`config.mk`:
```
export PLATFORM = sky130hd
export DESIGN_NAME = rotation_matrix_integrator
export DESIGN_NICKNAME = d
export VERILOG_FILES = /design/src/rtl/rmi_pkg.sv /design/src/rtl/rotation_matrix_integrator.sv
export SDC_FILE = /design/constraint.sdc
export NUM_CORES = 2
export LEC_CHECK = 0
export BUFFER_PORTS_ARGS = -buffer_cell sky130_fd_sc_hd__buf_2
export CAP_MARGIN = 20
export CORE_UTILIZATION = 25
export CTS_CLUSTER_DIAMETER = 200
export CTS_CLUSTER_SIZE = 28
export DETAILED_ROUTE_END_ITERATION = 16
export PLACE_DENSITY_LB_ADDON = 0.08
export SLEW_MARGIN = 0
export SYNTH_ARGS = -nofsm -noshare
export SYNTH_HDL_FRONTEND = slang
export SYNTH_SLANG_ARGS = --single-unit
```
`constraint.sdc`:
```
create_clock -name i_clk -period 29 [get_ports i_clk]
set_input_delay 1.45 -clock i_clk [delete_from_list [all_inputs] [get_ports i_clk]]
set_output_delay 1.45 -clock i_clk [all_outputs]
set_load 0.1 [all_outputs]
```
`src/rtl/rmi_pkg.sv`:
```
// rmi_pkg: types, constants and the microcode table of the rotation matrix integrator.
// Used by rotation_matrix_integrator; depends on nothing else.

package rmi_pkg;

    localparam int FRAC_BITS_DEF = 14;
    localparam int WORD_W        = 32;
    localparam int ANGLE_W       = 16;
    localparam int IN_DATA_W     = 48;   // yaw, pitch, roll
    localparam int OUT_DATA_W    = 320;  // nine elements and the error word
    localparam int PC_W          = 6;

    // operation flag carried in tuser
    localparam logic OP_ROTATE    = 1'b0;
    localparam logic OP_NORMALIZE = 1'b1;

    localparam logic [PC_W-1:0] NORM_ENTRY = PC_W'(16);
    localparam logic [PC_W-1:0] LAST_PC    = PC_W'(47);

    typedef enum logic {
        ST_IDLE,
        ST_RUN
    } t_state;

    // operand sources for the shared multiplier
    typedef enum logic [4:0] {
        SRC_M0, SRC_M1, SRC_M2, SRC_M3, SRC_M4, SRC_M5, SRC_M6, SRC_M7, SRC_M8,
        SRC_T0, SRC_T1, SRC_T2,
        SRC_YAW, SRC_PITCH, SRC_ROLL,
        SRC_H, SRC_K
    } t_src;

    typedef enum logic [2:0] {
        ACC_KEEP,
        ACC_LD,
        ACC_ADD,
        ACC_SUB,
        ACC_NLD
    } t_acc_op;

    // write-back of the registered accumulator, shifted down by FRAC_BITS
    typedef enum logic [1:0] {
        WB_NONE,
        WB_ADD,
        WB_SET
    } t_wb_op;

    typedef enum logic [1:0] {
        SP_NONE,
        SP_DH,   // d from accumulator: error = d, h = half of -d
        SP_SK    // s from accumulator: error += s, k = 1.5 - s/2
    } t_sp;

    typedef enum logic [1:0] {
        JMP_NEXT,
        JMP_NORM,  // to NORM_ENTRY when the item is a normalize
        JMP_DONE
    } t_jmp;

    typedef struct packed {
        t_src        a_sel;
        t_src        b_sel;
        t_acc_op     acc_op;
        t_wb_op      wb_op;
        logic [3:0]  wb_dst;
        t_sp         sp;
        logic        copy_en;
        logic        copy_row;
        t_jmp        jmp;
    } t_uop;

    function automatic t_uop mk(t_src a, t_src b, t_acc_op acc, t_wb_op wb,
                                logic [3:0] dst, t_sp sp, logic cpy, logic row,
                                t_jmp jmp);
        t_uop u;
        u.a_sel    = a;
        u.b_sel    = b;
        u.acc_op   = acc;
        u.wb_op    = wb;
        u.wb_dst   = dst;
        u.sp       = sp;
        u.copy_en  = cpy;
        u.copy_row = row;
        u.jmp      = jmp;
        return u;
    endfunction

    // Rotate program at 0..15, normalize program at 16..47. A write-back
    // always uses the accumulator left by the previous step.
    function automatic t_uop ucode(logic [PC_W-1:0] pc);
        t_uop u;
        u = mk(SRC_M0, SRC_M0, ACC_KEEP, WB_NONE, 4'd0, SP_NONE, 1'b0, 1'b0, JMP_NEXT);
        unique case (pc)
            // rotate, row 0
            6'd0:  u = mk(SRC_M0, SRC_M0, ACC_KEEP, WB_NONE, 4'd0, SP_NONE, 1'b1, 1'b0, JMP_NORM);
            6'd1:  u = mk(SRC_T1, SRC_ROLL,  ACC_LD,  WB_NONE, 4'd0, SP_NONE, 1'b0, 1'b0, JMP_NEXT);
            6'd2:  u = mk(SRC_T2, SRC_YAW,   ACC_SUB, WB_NONE, 4'd0, SP_NONE, 1'b0, 1'b0, JMP_NEXT);
            6'd3:  u = mk(SRC_T0, SRC_ROLL,  ACC_NLD, WB_ADD,  4'd0, SP_NONE, 1'b0, 1'b0, JMP_NEXT);
            6'd4:  u = mk(SRC_T2, SRC_PITCH, ACC_SUB, WB_NONE, 4'd0, SP_NONE, 1'b0, 1'b0, JMP_NEXT);
            6'd5:  u = mk(SRC_T0, SRC_YAW,   ACC_LD,  WB_ADD,  4'd1, SP_NONE, 1'b0, 1'b0, JMP_NEXT);
            6'd6:  u = mk(SRC_T1, SRC_PITCH, ACC_ADD, WB_NONE, 4'd0, SP_NONE, 1'b0, 1'b0, JMP_NEXT);
            // rotate, row 1
            6'd7:  u = mk(SRC_M0, SRC_M0, ACC_KEEP, WB_ADD, 4'd2, SP_NONE, 1'b1, 1'b1, JMP_NEXT);
            6'd8:  u = mk(SRC_T1, SRC_ROLL,  ACC_LD,  WB_NONE, 4'd0, SP_NONE, 1'b0, 1'b0, JMP_NEXT);
            6'd9:  u = mk(SRC_T2, SRC_YAW,   ACC_SUB, WB_NONE, 4'd0, SP_NONE, 1'b0, 1'b0, JMP_NEXT);
            6'd10: u = mk(SRC_T0, SRC_ROLL,  ACC_NLD, WB_ADD,  4'd3, SP_NONE, 1'b0, 1'b0, JMP_NEXT);
            6'd11: u = mk(SRC_T2, SRC_PITCH, ACC_SUB, WB_NONE, 4'd0, SP_NONE, 1'b0, 1'b0, JMP_NEXT);
            6'd12: u = mk(SRC_T0, SRC_YAW,   ACC_LD,  WB_ADD,  4'd4, SP_NONE, 1'b0, 1'b0, JMP_NEXT);
            6'd13: u = mk(SRC_T1, SRC_PITCH, ACC_ADD, WB_NONE, 4'd0, SP_NONE, 1'b0, 1'b0, JMP_NEXT);
            6'd14: u = mk(SRC_M0, SRC_M0, ACC_KEEP, WB_ADD, 4'd5, SP_NONE, 1'b0, 1'b0, JMP_NEXT);
            6'd15: u = mk(SRC_M0, SRC_M0, ACC_KEEP, WB_NONE, 4'd0, SP_NONE, 1'b0, 1'b0, JMP_DONE);
            // normalize: dot product and half correction
            6'd16: u = mk(SRC_M0, SRC_M3, ACC_LD,  WB_NONE, 4'd0, SP_NONE, 1'b0, 1'b0, JMP_NEXT);
            6'd17: u = mk(SRC_M1, SRC_M4, ACC_ADD, WB_NONE, 4'd0, SP_NONE, 1'b0, 1'b0, JMP_NEXT);
            6'd18: u = mk(SRC_M2, SRC_M5, ACC_ADD, WB_NONE, 4'd0, SP_NONE, 1'b0, 1'b0, JMP_NEXT);
            6'd19: u = mk(SRC_M0, SRC_M0, ACC_KEEP, WB_NONE, 4'd0, SP_DH, 1'b1, 1'b0, JMP_NEXT);
            6'd20: u = mk(SRC_M3, SRC_H, ACC_LD, WB_NONE, 4'd0, SP_NONE, 1'b0, 1'b0, JMP_NEXT);
            6'd21: u = mk(SRC_M4, SRC_H, ACC_LD, WB_ADD,  4'd0, SP_NONE, 1'b0, 1'b0, JMP_NEXT);
            6'd22: u = mk(SRC_M5, SRC_H, ACC_LD, WB_ADD,  4'd1, SP_NONE, 1'b0, 1'b0, JMP_NEXT);
            6'd23: u = mk(SRC_T0, SRC_H, ACC_LD, WB_ADD,  4'd2, SP_NONE, 1'b0, 1'b0, JMP_NEXT);
            6'd24: u = mk(SRC_T1, SRC_H, ACC_LD, WB_ADD,  4'd3, SP_NONE, 1'b0, 1'b0, JMP_NEXT);
            6'd25: u = mk(SRC_T2, SRC_H, ACC_LD, WB_ADD,  4'd4, SP_NONE, 1'b0, 1'b0, JMP_NEXT);
            // rescale row 0
            6'd26: u = mk(SRC_M0, SRC_M0, ACC_LD,  WB_ADD,  4'd5, SP_NONE, 1'b0, 1'b0, JMP_NEXT);
            6'd27: u = mk(SRC_M1, SRC_M1, ACC_ADD, WB_NONE, 4'd0, SP_NONE, 1'b0, 1'b0, JMP_NEXT);
            6'd28: u = mk(SRC_M2, SRC_M2, ACC_ADD, WB_NONE, 4'd0, SP_NONE, 1'b0, 1'b0, JMP_NEXT);
            6'd29: u = mk(SRC_M0, SRC_M0, ACC_KEEP, WB_NONE, 4'd0, SP_SK, 1'b0, 1'b0, JMP_NEXT);
            6'd30: u = mk(SRC_M0, SRC_K, ACC_LD, WB_NONE, 4'd0, SP_NONE, 1'b0, 1'b0, JMP_NEXT);
            6'd31: u = mk(SRC_M1, SRC_K, ACC_LD, WB_SET,  4'd0, SP_NONE, 1'b0, 1'b0, JMP_NEXT);
            6'd32: u = mk(SRC_M2, SRC_K, ACC_LD, WB_SET,  4'd1, SP_NONE, 1'b0, 1'b0, JMP_NEXT);
            // rescale row 1
            6'd33: u = mk(SRC_M3, SRC_M3, ACC_LD,  WB_SET,  4'd2, SP_NONE, 1'b0, 1'b0, JMP_NEXT);
            6'd34: u = mk(SRC_M4, SRC_M4, ACC_ADD, WB_NONE, 4'd0, SP_NONE, 1'b0, 1'b0, JMP_NEXT);
            6'd35: u = mk(SRC_M5, SRC_M5, ACC_ADD, WB_NONE, 4'd0, SP_NONE, 1'b0, 1'b0, JMP_NEXT);
            6'd36: u = mk(SRC_M0, SRC_M0, ACC_KEEP, WB_NONE, 4'd0, SP_SK, 1'b0, 1'b0, JMP_NEXT);
            6'd37: u = mk(SRC_M3, SRC_K, ACC_LD, WB_NONE, 4'd0, SP_NONE, 1'b0, 1'b0, JMP_NEXT);
            6'd38: u = mk(SRC_M4, SRC_K, ACC_LD, WB_SET,  4'd3, SP_NONE, 1'b0, 1'b0, JMP_NEXT);
            6'd39: u = mk(SRC_M5, SRC_K, ACC_LD, WB_SET,  4'd4, SP_NONE, 1'b0, 1'b0, JMP_NEXT);
            // row 2 = row 0 x row 1
            6'd40: u = mk(SRC_M0, SRC_M4, ACC_LD,  WB_SET,  4'd5, SP_NONE, 1'b0, 1'b0, JMP_NEXT);
            6'd41: u = mk(SRC_M1, SRC_M3, ACC_SUB, WB_NONE, 4'd0, SP_NONE, 1'b0, 1'b0, JMP_NEXT);
            6'd42: u = mk(SRC_M1, SRC_M5, ACC_LD,  WB_SET,  4'd8, SP_NONE, 1'b0, 1'b0, JMP_NEXT);
            6'd43: u = mk(SRC_M2, SRC_M4, ACC_SUB, WB_NONE, 4'd0, SP_NONE, 1'b0, 1'b0, JMP_NEXT);
            6'd44: u = mk(SRC_M2, SRC_M3, ACC_LD,  WB_SET,  4'd6, SP_NONE, 1'b0, 1'b0, JMP_NEXT);
            6'd45: u = mk(SRC_M0, SRC_M5, ACC_SUB, WB_NONE, 4'd0, SP_NONE, 1'b0, 1'b0, JMP_NEXT);
            6'd46: u = mk(SRC_M0, SRC_M0, ACC_KEEP, WB_SET, 4'd7, SP_NONE, 1'b0, 1'b0, JMP_NEXT);
            6'd47: u = mk(SRC_M0, SRC_M0, ACC_KEEP, WB_NONE, 4'd0, SP_NONE, 1'b0, 1'b0, JMP_DONE);
            default: u = mk(SRC_M0, SRC_M0, ACC_KEEP, WB_NONE, 4'd0, SP_NONE, 1'b0, 1'b0,
                            JMP_DONE);
        endcase
        return u;
    endfunction

endpackage

```
`src/rtl/rotation_matrix_integrator.sv`:
```
// rotation_matrix_integrator: 3x3 fixed-point rotation matrix, rotate and orthonormalize.
// Microcoded sequencer over one shared 32x32 multiply-accumulate; uses rmi_pkg.
//
//   channel   dir  signals                          payload
//   s (in)    in   i_s_tvalid o_s_tready            tdata[47:0] yaw|pitch|roll, tuser operation
//   m (out)   out  o_m_tvalid i_m_tready            tdata[319:0] m00..m22, norm_error
//
// Rotate item: a dispatch step, then the rotate microcode steps, before the result is loaded.
// Normalize item: the dispatch step, then the normalize steps; one multiply per step, shared MAC.
// One item at a time; the next input is taken once the result sits in the output register.
// A result not yet taken holds the sequencer on its final step until the output frees up.
// Reset (i_rst_n low, synchronous) sets the matrix to identity and the error word to zero.

module rotation_matrix_integrator #(
    parameter int FRAC_BITS = rmi_pkg::FRAC_BITS_DEF
) (
    input  logic                             i_clk,
    input  logic                             i_rst_n,
    input  logic                             i_s_tvalid,
    output logic                             o_s_tready,
    // [15:0] yaw_step, [31:16] pitch_step, [47:32] roll_step
    input  logic [rmi_pkg::IN_DATA_W-1:0]    i_s_tdata,
    // [0] operation
    input  logic [0:0]                       i_s_tuser,
    output logic                             o_m_tvalid,
    input  logic                             i_m_tready,
    // [31:0] m00, m01, m02, m10, m11, m12, m20, m21, m22, [319:288] norm_error
    output logic [rmi_pkg::OUT_DATA_W-1:0]   o_m_tdata
);

    localparam int W = rmi_pkg::WORD_W;
    localparam logic signed [W-1:0] ONE_LIM      = W'((1 << FRAC_BITS) - 1);
    localparam logic signed [W-1:0] THREE_HALVES = W'(3 << (FRAC_BITS - 1));

    rmi_pkg::t_state              r_state, n_state;
    logic [rmi_pkg::PC_W-1:0]     r_pc, n_pc;
    logic                         r_op;
    logic [W-1:0]                 r_m [9];
    logic [W-1:0]                 r_t [3];
    logic [W-1:0]                 r_err;
    logic [W-1:0]                 r_acc, n_acc;
    logic [W-1:0]                 r_h;
    logic [W-1:0]                 r_k;
    logic [W-1:0]                 r_yaw, r_pitch, r_roll;
    logic                         r_m_tvalid;
    logic [rmi_pkg::OUT_DATA_W-1:0] r_m_tdata;

    rmi_pkg::t_uop                uop;
    logic [W-1:0]                 opa, opb, prod;
    logic [W-1:0]                 acc_sh;
    logic [W-1:0]                 neg_d;
    logic                         s_xfer, running, out_free, out_load;

    function automatic logic [W-1:0] clamp(logic [rmi_pkg::ANGLE_W-1:0] raw);
        logic signed [W-1:0] s;
        s = W'($signed(raw));
        if (s > ONE_LIM) begin
            s = ONE_LIM;
        end else if (s < -ONE_LIM) begin
            s = -ONE_LIM;
        end
        return s;
    endfunction

    assign o_s_tready = (r_state == rmi_pkg::ST_IDLE) && i_rst_n;
    assign s_xfer     = i_s_tvalid && o_s_tready;
    assign running    = (r_state == rmi_pkg::ST_RUN);
    assign out_free   = !r_m_tvalid || i_m_tready;
    assign uop        = rmi_pkg::ucode(r_pc);

    // ---------------- sequencer ----------------
    always_ff @(posedge i_clk) begin
        if (!i_rst_n) begin
            r_state <= rmi_pkg::ST_IDLE;
            r_pc    <= '0;
        end else begin
            r_state <= n_state;
            r_pc    <= n_pc;
        end
    end

    always_comb begin
        n_state  = r_state;
        n_pc     = r_pc;
        out_load = 1'b0;
        unique case (r_state)
            rmi_pkg::ST_IDLE: begin
                if (s_xfer) begin
                    n_state = rmi_pkg::ST_RUN;
                    n_pc    = '0;
                end
            end
            rmi_pkg::ST_RUN: begin
                unique case (uop.jmp)
                    rmi_pkg::JMP_NEXT: n_pc = r_pc + 1'b1;
                    rmi_pkg::JMP_NORM: n_pc = (r_op == rmi_pkg::OP_NORMALIZE) ?
                                              rmi_pkg::NORM_ENTRY : r_pc + 1'b1;
                    rmi_pkg::JMP_DONE: begin
                        if (out_free) begin
                            out_load = 1'b1;
                            n_state  = rmi_pkg::ST_IDLE;
                        end
                    end
                    default: n_pc = r_pc;
                endcase
            end
            default: n_state = rmi_pkg::ST_IDLE;
        endcase
    end

    // ---------------- datapath ----------------
    always_comb begin
        unique case (uop.a_sel)
            rmi_pkg::SRC_M0:    opa = r_m[0];
            rmi_pkg::SRC_M1:    opa = r_m[1];
            rmi_pkg::SRC_M2:    opa = r_m[2];
            rmi_pkg::SRC_M3:    opa = r_m[3];
            rmi_pkg::SRC_M4:    opa = r_m[4];
            rmi_pkg::SRC_M5:    opa = r_m[5];
            rmi_pkg::SRC_M6:    opa = r_m[6];
            rmi_pkg::SRC_M7:    opa = r_m[7];
            rmi_pkg::SRC_M8:    opa = r_m[8];
            rmi_pkg::SRC_T0:    opa = r_t[0];
            rmi_pkg::SRC_T1:    opa = r_t[1];
            rmi_pkg::SRC_T2:    opa = r_t[2];
            rmi_pkg::SRC_YAW:   opa = r_yaw;
            rmi_pkg::SRC_PITCH: opa = r_pitch;
            rmi_pkg::SRC_ROLL:  opa = r_roll;
            rmi_pkg::SRC_H:     opa = r_h;
            rmi_pkg::SRC_K:     opa = r_k;
            default:            opa = '0;
        endcase
    end

    always_comb begin
        unique case (uop.b_sel)
            rmi_pkg::SRC_M0:    opb = r_m[0];
            rmi_pkg::SRC_M1:    opb = r_m[1];
            rmi_pkg::SRC_M2:    opb = r_m[2];
            rmi_pkg::SRC_M3:    opb = r_m[3];
            rmi_pkg::SRC_M4:    opb = r_m[4];
            rmi_pkg::SRC_M5:    opb = r_m[5];
            rmi_pkg::SRC_M6:    opb = r_m[6];
            rmi_pkg::SRC_M7:    opb = r_m[7];
            rmi_pkg::SRC_M8:    opb = r_m[8];
            rmi_pkg::SRC_T0:    opb = r_t[0];
            rmi_pkg::SRC_T1:    opb = r_t[1];
            rmi_pkg::SRC_T2:    opb = r_t[2];
            rmi_pkg::SRC_YAW:   opb = r_yaw;
            rmi_pkg::SRC_PITCH: opb = r_pitch;
            rmi_pkg::SRC_ROLL:  opb = r_roll;
            rmi_pkg::SRC_H:     opb = r_h;
            rmi_pkg::SRC_K:     opb = r_k;
            default:            opb = '0;
        endcase
    end

    // low word of the product is the same for signed and unsigned operands
    assign prod   = opa * opb;
    assign acc_sh = W'($signed(r_acc) >>> FRAC_BITS);
    assign neg_d  = '0 - acc_sh;

    always_comb begin
        unique case (uop.acc_op)
            rmi_pkg::ACC_KEEP: n_acc = r_acc;
            rmi_pkg::ACC_LD:   n_acc = prod;
            rmi_pkg::ACC_ADD:  n_acc = r_acc + prod;
            rmi_pkg::ACC_SUB:  n_acc = r_acc - prod;
            rmi_pkg::ACC_NLD:  n_acc = '0 - prod;
            default:           n_acc = r_acc;
        endcase
    end

    always_ff @(posedge i_clk) begin
        if (!i_rst_n) begin
            // identity: diagonal elements sit at 0, 4 and 8
            for (int i = 0; i < 9; i++) begin
                r_m[i] <= (i == 0 || i == 4 || i == 8) ? ONE_LIM : '0;
            end
            r_err  <= '0;
        end else if (running) begin
            unique case (uop.wb_op)
                rmi_pkg::WB_ADD: r_m[uop.wb_dst] <= r_m[uop.wb_dst] + acc_sh;
                rmi_pkg::WB_SET: r_m[uop.wb_dst] <= acc_sh;
                rmi_pkg::WB_NONE: ;
                default: ;
            endcase
            unique case (uop.sp)
                rmi_pkg::SP_DH:   r_err <= acc_sh;
                rmi_pkg::SP_SK:   r_err <= r_err + acc_sh;
                rmi_pkg::SP_NONE: ;
                default: ;
            endcase
        end
    end

    always_ff @(posedge i_clk) begin
        if (s_xfer) begin
            r_op    <= i_s_tuser[0];
            r_yaw   <= clamp(i_s_tdata[15:0]);
            r_pitch <= clamp(i_s_tdata[31:16]);
            r_roll  <= clamp(i_s_tdata[47:32]);
        end
        if (running) begin
            r_acc <= n_acc;
            if (uop.copy_en) begin
                for (int i = 0; i < 3; i++) begin
                    r_t[i] <= uop.copy_row ? r_m[3 + i] : r_m[i];
                end
            end
            // halving truncates toward zero: add the sign bit before the shift
            if (uop.sp == rmi_pkg::SP_DH) begin
                r_h <= W'($signed(neg_d + W'(neg_d[W-1])) >>> 1);
            end
            if (uop.sp == rmi_pkg::SP_SK) begin
                r_k <= THREE_HALVES - W'($signed(acc_sh + W'(acc_sh[W-1])) >>> 1);
            end
        end
    end

    // ---------------- output register ----------------
    always_ff @(posedge i_clk) begin
        if (!i_rst_n) begin
            r_m_tvalid <= 1'b0;
        end else if (out_load) begin
            r_m_tvalid <= 1'b1;
        end else if (i_m_tready) begin
            r_m_tvalid <= 1'b0;
        end
    end

    always_ff @(posedge i_clk) begin
        if (out_load) begin
            r_m_tdata <= {r_err, r_m[8], r_m[7], r_m[6], r_m[5], r_m[4],
                          r_m[3], r_m[2], r_m[1], r_m[0]};
        end
    end

    assign o_m_tvalid = r_m_tvalid;
    assign o_m_tdata  = r_m_tdata;

    // ---------------- assertions ----------------
    a_start_at_zero: assert property (@(posedge i_clk) disable iff (!i_rst_n)
        s_xfer |=> (r_state == rmi_pkg::ST_RUN) && (r_pc == '0))
        else $error("sequencer did not start at step zero after an input transfer");

    a_pc_in_program: assert property (@(posedge i_clk) disable iff (!i_rst_n)
        running |-> (r_pc <= rmi_pkg::LAST_PC))
        else $error("step counter ran past the microcode program");

    a_rotate_keeps_row2: assert property (@(posedge i_clk) disable iff (!i_rst_n)
        (running && (r_op == rmi_pkg::OP_ROTATE)) |=>
            ($stable(r_m[6]) && $stable(r_m[7]) && $stable(r_m[8])))
        else $error("rotate item modified row 2");

    a_load_only_when_free: assert property (@(posedge i_clk) disable iff (!i_rst_n)
        out_load |-> out_free)
        else $error("result loaded over an untaken result");

    a_load_matches_matrix: assert property (@(posedge i_clk) disable iff (!i_rst_n)
        out_load |=> (o_m_tdata[W-1:0] == $past(r_m[0])) && o_m_tvalid)
        else $error("result register does not hold the finished matrix");

endmodule
```
# Word-level counts from Yosys, hierarchy flattened
# Memory sizes are Yosys's and may differ from the RTL's. A register that Yosys moved wholly into a read port is not among the register bits.
# Cells that the tools add are included.
[op_classes] addsub=10 mul=1 n_lt_le_gt_ge=6 eq_ne=44 mux=41 n_bitwise=2 reduce_logical=19
[ops] op="32-bit case mux with 17 select lines" count=2
[ops] op="32-bit two-way mux" count=8
[ops] op="32-bit case mux with 4 select lines" count=1
[ops] op="32-bit adder" count=3
[ops] op="5-bit by 4-bit == test with 1-bit output (second input constant)" count=16
[ops] op="32-bit case mux with 2 select lines" count=1
[ops] op="16-bit by 15-bit greater-than comparator with 1-bit output (second input constant)" count=3
[ops] op="16-bit by 15-bit < comparator with 1-bit output (second input constant)" count=3
[ops] op="5-bit by 3-bit == test with 1-bit output (second input constant)" count=8
[ops] op="32-bit by 32-bit multiplier with 32-bit output" count=1
[ops] op="32-bit OR reduction" count=1
[ops] op="1-bit by 32-bit subtractor with 32-bit output (first input constant)" count=1
[ops] op="32-bit subtractor" count=1
[ops] op="6-bit two-way mux" count=4
[ops] op="6-bit case mux with 2 select lines" count=2
[ops] op="1-bit two-way mux" count=21
[ops] op="19-bit by 2-bit adder with 20-bit output" count=1
[ops] op="5-bit by 2-bit == test with 1-bit output (second input constant)" count=4
[ops] op="18-bit by 2-bit adder with 19-bit output" count=1
[ops] op="1-bit by 18-bit subtractor with 19-bit output (first input constant)" count=1
[ops] op="16-bit by 18-bit subtractor with 19-bit output (first input constant)" count=1
[ops] op="5-bit by 1-bit == test with 1-bit output (second input constant)" count=2
[ops] op="5-bit == test (second input constant)" count=2
[ops] op="5-bit logical NOT" count=2
[ops] op="other kinds (20)" count=33
[totals] register_bits=540 ram_bits=384 rom_bits=1536 memories=3
[memory_table] name="(name not given)" words=64 width=24 rd=1 rd_clocked_by_memory_dff=1 wr=0 line_no="rmi_pkg.sv:93" rtl="unique case (pc)"
[memory_table] name="r_m" words=9 width=32 rd=10 rd_clocked_by_memory_dff=0 wr=9 line_no="rotation_matrix_integrator.sv:38" rtl="logic [W-1:0] r_m [9];"
[memory_table] name="r_t" words=3 width=32 rd=3 rd_clocked_by_memory_dff=0 wr=3 line_no="rotation_matrix_integrator.sv:39" rtl="logic [W-1:0] r_t [3];"

# Depth between registers and ports, before layout
[depth] depth_word=8 depth_mapped=53 mapped_depth_nobuf=49

# Least setup slack after synthesis
# No wires, ideal clock.
[synth_path] path_kind="in2reg" start="input port i_m_tready" end="register r_m_tdata, in the netlist o_m_tdata[0] (read register of r_m) (enable)" setup_ps=1401 t_arrival_ps=23138 required_time_ps=27599 path_slack_ps=4461 cell_stages=2 path_buffers=0 path_cell_list="nor2b_1 > nor3_1"
[synth_via] elab_chain_len=4
[synth_rtl] item="start, declared" line_no="rotation_matrix_integrator.sv:26" rtl="input logic i_m_tready,"
[synth_rtl] item="1-bit logical OR" line_no="rotation_matrix_integrator.sv:68" rtl="assign out_free = !r_m_tvalid || i_m_tready;"
[synth_rtl] item="1-bit two-way mux" line_no="rotation_matrix_integrator.sv:99" rtl="if (out_free) begin"
[synth_rtl] item="1-bit two-way mux" line_no="rotation_matrix_integrator.sv:94" rtl="unique case (uop.jmp)"
[synth_rtl] item="1-bit two-way mux" line_no="rotation_matrix_integrator.sv:86" rtl="unique case (r_state)"
[synth_rtl] item="net out_load" line_no="rotation_matrix_integrator.sv:52" rtl="logic s_xfer, running, out_free, out_load;"
[synth_rtl] item="end, declared" line_no="rotation_matrix_integrator.sv:46" rtl="logic [rmi_pkg::OUT_DATA_W-1:0] r_m_tdata;"
# The timed path passes the listed nets, and every way through them passes these cells.
# A chain may end at the register's enable or synchronous reset.

# Worst setup path after layout
[layout_path] start="register uop[17] (netlist name)" end="register r_acc[30], data pin"
[layout_via] elab_chain_len=5 word_cells_on_any_way=23
[layout_rtl] item="5-bit == test (tied with other cells)" line_no="rotation_matrix_integrator.sv:136" rtl="unique case (uop.b_sel)"
[layout_rtl] item="32-bit case mux with 17 select lines (*)" line_no="rotation_matrix_integrator.sv:136"
[layout_rtl] item="32-bit by 32-bit multiplier with 32-bit output (*)" line_no="rotation_matrix_integrator.sv:159" rtl="assign prod = opa * opb;"
[layout_rtl] item="1-bit by 32-bit subtractor with 32-bit output (tied with other cells)" line_no="rotation_matrix_integrator.sv:169" rtl="rmi_pkg::ACC_NLD: n_acc = '0 - prod;"
[layout_rtl] item="32-bit case mux with 4 select lines (*)" line_no="rotation_matrix_integrator.sv:164" rtl="unique case (uop.acc_op)"
[layout_rtl] item="net n_acc[30]" line_no="rotation_matrix_integrator.sv:41" rtl="logic [W-1:0] r_acc, n_acc;"
[layout_rtl] item="end signal, assigned" line_no="rotation_matrix_integrator.sv:205" rtl="r_acc <= n_acc;"
[layout_rtl] item="end, declared" line_no="rotation_matrix_integrator.sv:41"
# Mark *: on every way through the listed nets, which the timed path passes. The rest lies on a longest branch.

==> impl_results.md <==
* Req. time, crit path at 29640 ps
* DRC at 0
* Final number of hold-violating endpoints at 0
* Hold Path End: o_m_tdata[309]$_DFFE_PP_
* Worst R2R Start: uop[17]$_DFF_P_
* RSZ-0062 raised after global routing: no
* Routed wire length at 350000 µm
* CTS sink count at 1111
* Final min period at 13770 ps
* Critical-path top delay cell: dfxtp_1
* Worst r2r dst: r_acc[30]$_DFFE_PP_
* Hold Path Depth at 0
* Post-CTS sizing at 0
* Avg Inst Size Synth at 11.4 µm²
* Share of synthesized registers carrying an async set or reset at 0%
* Synth area leader: edfxtp_1
* Filler cells at 29365
* Most frequent cells in the layout: edfxtp_1 (1047), nor2_1 (725), inv_1 (658)
* First-pass GRT wire length at 477000 µm
* Commonest non-fill, non-tap cell in the layout: edfxtp_1
* Period utilization at 47.5%
* I/O pin total at 375
* GRT overflow at 0
* Num CTS Buffers at 46
* H-tree depth at 2
* Initial antenna violation count at 31
* Largest net degree at the start of global routing at 108
* Setup Skew at 57.2 ps
* Initial DRC count at 6461
* Yosys reg bits at 1111
* Total of max-cap violations at 0
* R2R depth at 46
* Total Routing Usage GR at 24.0%
* Crit path largest cell delay at 880 ps
* Status: finished, final reports clean
* Pre-Repair DR Iteration Count at 9
* WL per Instance at 33.8 µm
* Clock Latency Late Sink at 770 ps
* Row count at 195
* Via density at 5.31
* Routability cong. at 0.894
* Count of unique library cells instantiated by Yosys at 98
* Setup Viol. Count Final at 0
* CP Capture Type: flop
* Starting Density at 25.2%
* Core area at 283000 µm²
* CTS Hold Bufs at 0
* Setup TNS at 0 ps
* Clock Tree Root: clkbuf_16
* Register area share after synthesis at 45.9%
* Final Max Slew Viols at 0
* Port Buffers at 374
* Slew HR at 23.1%
* Syn nets at 6990
* EDFF count, synth at 1047
* Number of global-route vias before repair at 54708
* Fmax at 72.6 MHz
* Antenna viol nets, final at 0
* Via count at 54973
* Die area at 287000 µm²
* Layout cells sized above 1 at 16.7%
* Post-CTS Setup Inserts at 0
* Top FF cell, synth: edfxtp_1
* Worst hold start: r_err[21]$_SDFFE_PN0P_
* Final HPWL DP at 258000 µm
* Arr. time, crit path at 14420 ps
* Die width at 536 µm
* Synth warn at 0
* Reg-to-reg slack, setup at 15230 ps
* Final nets at 7308
* Worst-margin pin slew at 1150 ps
* Area contributors post-synth: edfxtp_1 (44%), fa_1 (12%), mux4_2 (5.1%)
* CP startpoint: uop[17]$_DFF_P_
* Worst path most repeated cell: inv_1
* CTS tree: yes
* Die Y at 536 µm
* Post-synth top area share at 44.1%
* Synthesized area at 71300 µm²
* Clock buffer depth at 3
* Worst Setup Start Kind: flop
* Crit-path max FO at 29
* Area Growth Syn to Fin at 12.4%
* Gate Count Post-Synth at 6262
* Crit Path Category: reg -> reg
* CTS clk-pin slew, worst paths at 130 ps
* Worst hold path class: reg -> reg
==> through the flow <==
| step | hold WS, ps | cell area, µm² | util (%) | cells | worst slack, ps |
|---|---|---|---|---|---|
| 2_1_floorplan | 431 | 71300 | - | 6262 | 4460 |
| 3_3_place_gp | 458 | 78700 | 27.8 | 10266 | 15450 |
| 3_5_place_dp | 461 | 78700 | 27.8 | 10270 | 15410 |
| 4_1_cts | 491 | 80100 | 28.3 | 10343 | 15370 |
| 5_1_grt | 505 | 80100 | 28.3 | 10349 | 14750 |
| 6_report | 486 | 80100 | 28.3 | 10355 | 15230 |
==> worst max-delay path by stage <==
stage                                   to  slack (ps)  depth (start not counted)
floorplan           o_m_tdata[0]$_DFFE_PP_        4460                          2
global placement       r_acc[30]$_DFFE_PP_       15450                         48
detailed placement     r_acc[30]$_DFFE_PP_       15410                         48
CTS                    r_acc[30]$_DFFE_PP_       15370                         48
global route           r_acc[30]$_DFFE_PP_       14750                         48
finish                 r_acc[30]$_DFFE_PP_       15230                         46
==> final cells by class <==
type / instances / area [µm²] / share of cell area (%)
diodes: 7 / 17.5 / 0.0219
clock buffers: 67 / 1250 / 1.56
clock inverters: 6 / 88.8 / 0.111
inverters: 664 / 2490 / 3.11
multi-input cells: 4160 / 35300 / 44.0
flip-flops and latches: 1111 / 32700 / 40.9
well taps: 3743 / 4680 / 5.84
repair buffers: 597 / 3580 / 4.47
==> cell usage after synthesis (27+ instances only) <==
| cell | number |
|---|---|
| clkbuf_1 | 260 |
| a21oi_1 | 201 |
| mux2_2 | 104 |
| fa_1 | 412 |
| and2_1 | 57 |
| inv_1 | 658 |
| edfxtp_1 | 1047 |
| a211oi_1 | 33 |
| nand4_1 | 66 |
| xor2_1 | 65 |
| mux4_2 | 160 |
| a222oi_1 | 59 |
| dfxtp_1 | 64 |
| a221oi_1 | 51 |
| xnor2_1 | 176 |
| a22oi_1 | 248 |
| or2_2 | 67 |
| nor3_1 | 77 |
| mux2i_1 | 27 |
| and3_1 | 42 |
| o21ai_0 | 181 |
| nand3_1 | 94 |
| a31oi_1 | 30 |
| nor2b_1 | 51 |
| a21o_1 | 66 |
| nand2b_1 | 41 |
| buf_1 | 49 |
| a22o_1 | 49 |
| nand2_1 | 487 |
| nor2_1 | 756 |
| ha_1 | 263 |
==> metal layers <==
layer | track usage [%] | share of wire (%) | vias up | wire length, µm
met1 | 34.2 | 46 | 29111 | 159000
met2 | 37.4 | 45 | 2483 | 156000
met4 | 7.18 | 3.2 | 6 | 11400
met3 | 3.59 | 6.7 | 381 | 23500
met5 | 0 | 0.013 | - | 46
li1 | - | - | 22992 | -
==> registers in the layout, indices dropped and copies added (netlist names), 6 cells and up <==
name,flops
r_roll,16
r_acc,32
r_k,19
r_pitch,16
r_t,96
r_yaw,16
r_pc,6
r_h,19
o_m_tdata,320
r_m,512
uop,24
r_err,32
==> cell families (layout without fill, tap and decap cells) <==
| group | Yosys count | in the layout | synth area share [%] |
|---|---|---|---|
| buf+inv | 991 | 1334 | 5.26 |
| flops | 1111 | 1111 | 45.9 |
| xor+xnor | 242 | 242 | 2.99 |
| mux | 291 | 291 | 7.08 |
| fa+ha+maj | 676 | 676 | 16.2 |
| simple gates | 1828 | 1828 | 11.5 |
| compound gates | 1123 | 1123 | 11.1 |
| other cells | 0 | 7 | 0 |
==> worst max-delay path: cells and delay by family (launching register included) <==
kind | cells | cell delay (ps)
buffers and inverters | 9 | 1510
AO/OA/AOI/OAI | 15 | 3740
AND/OR/NAND/NOR | 12 | 3330
adder cells (fa/ha/maj) | 10 | 4170
flip-flops | 1 | 880
Power is not shown: default switching activity piles up to over one toggle a cycle in this logic, so the estimate is an artifact.
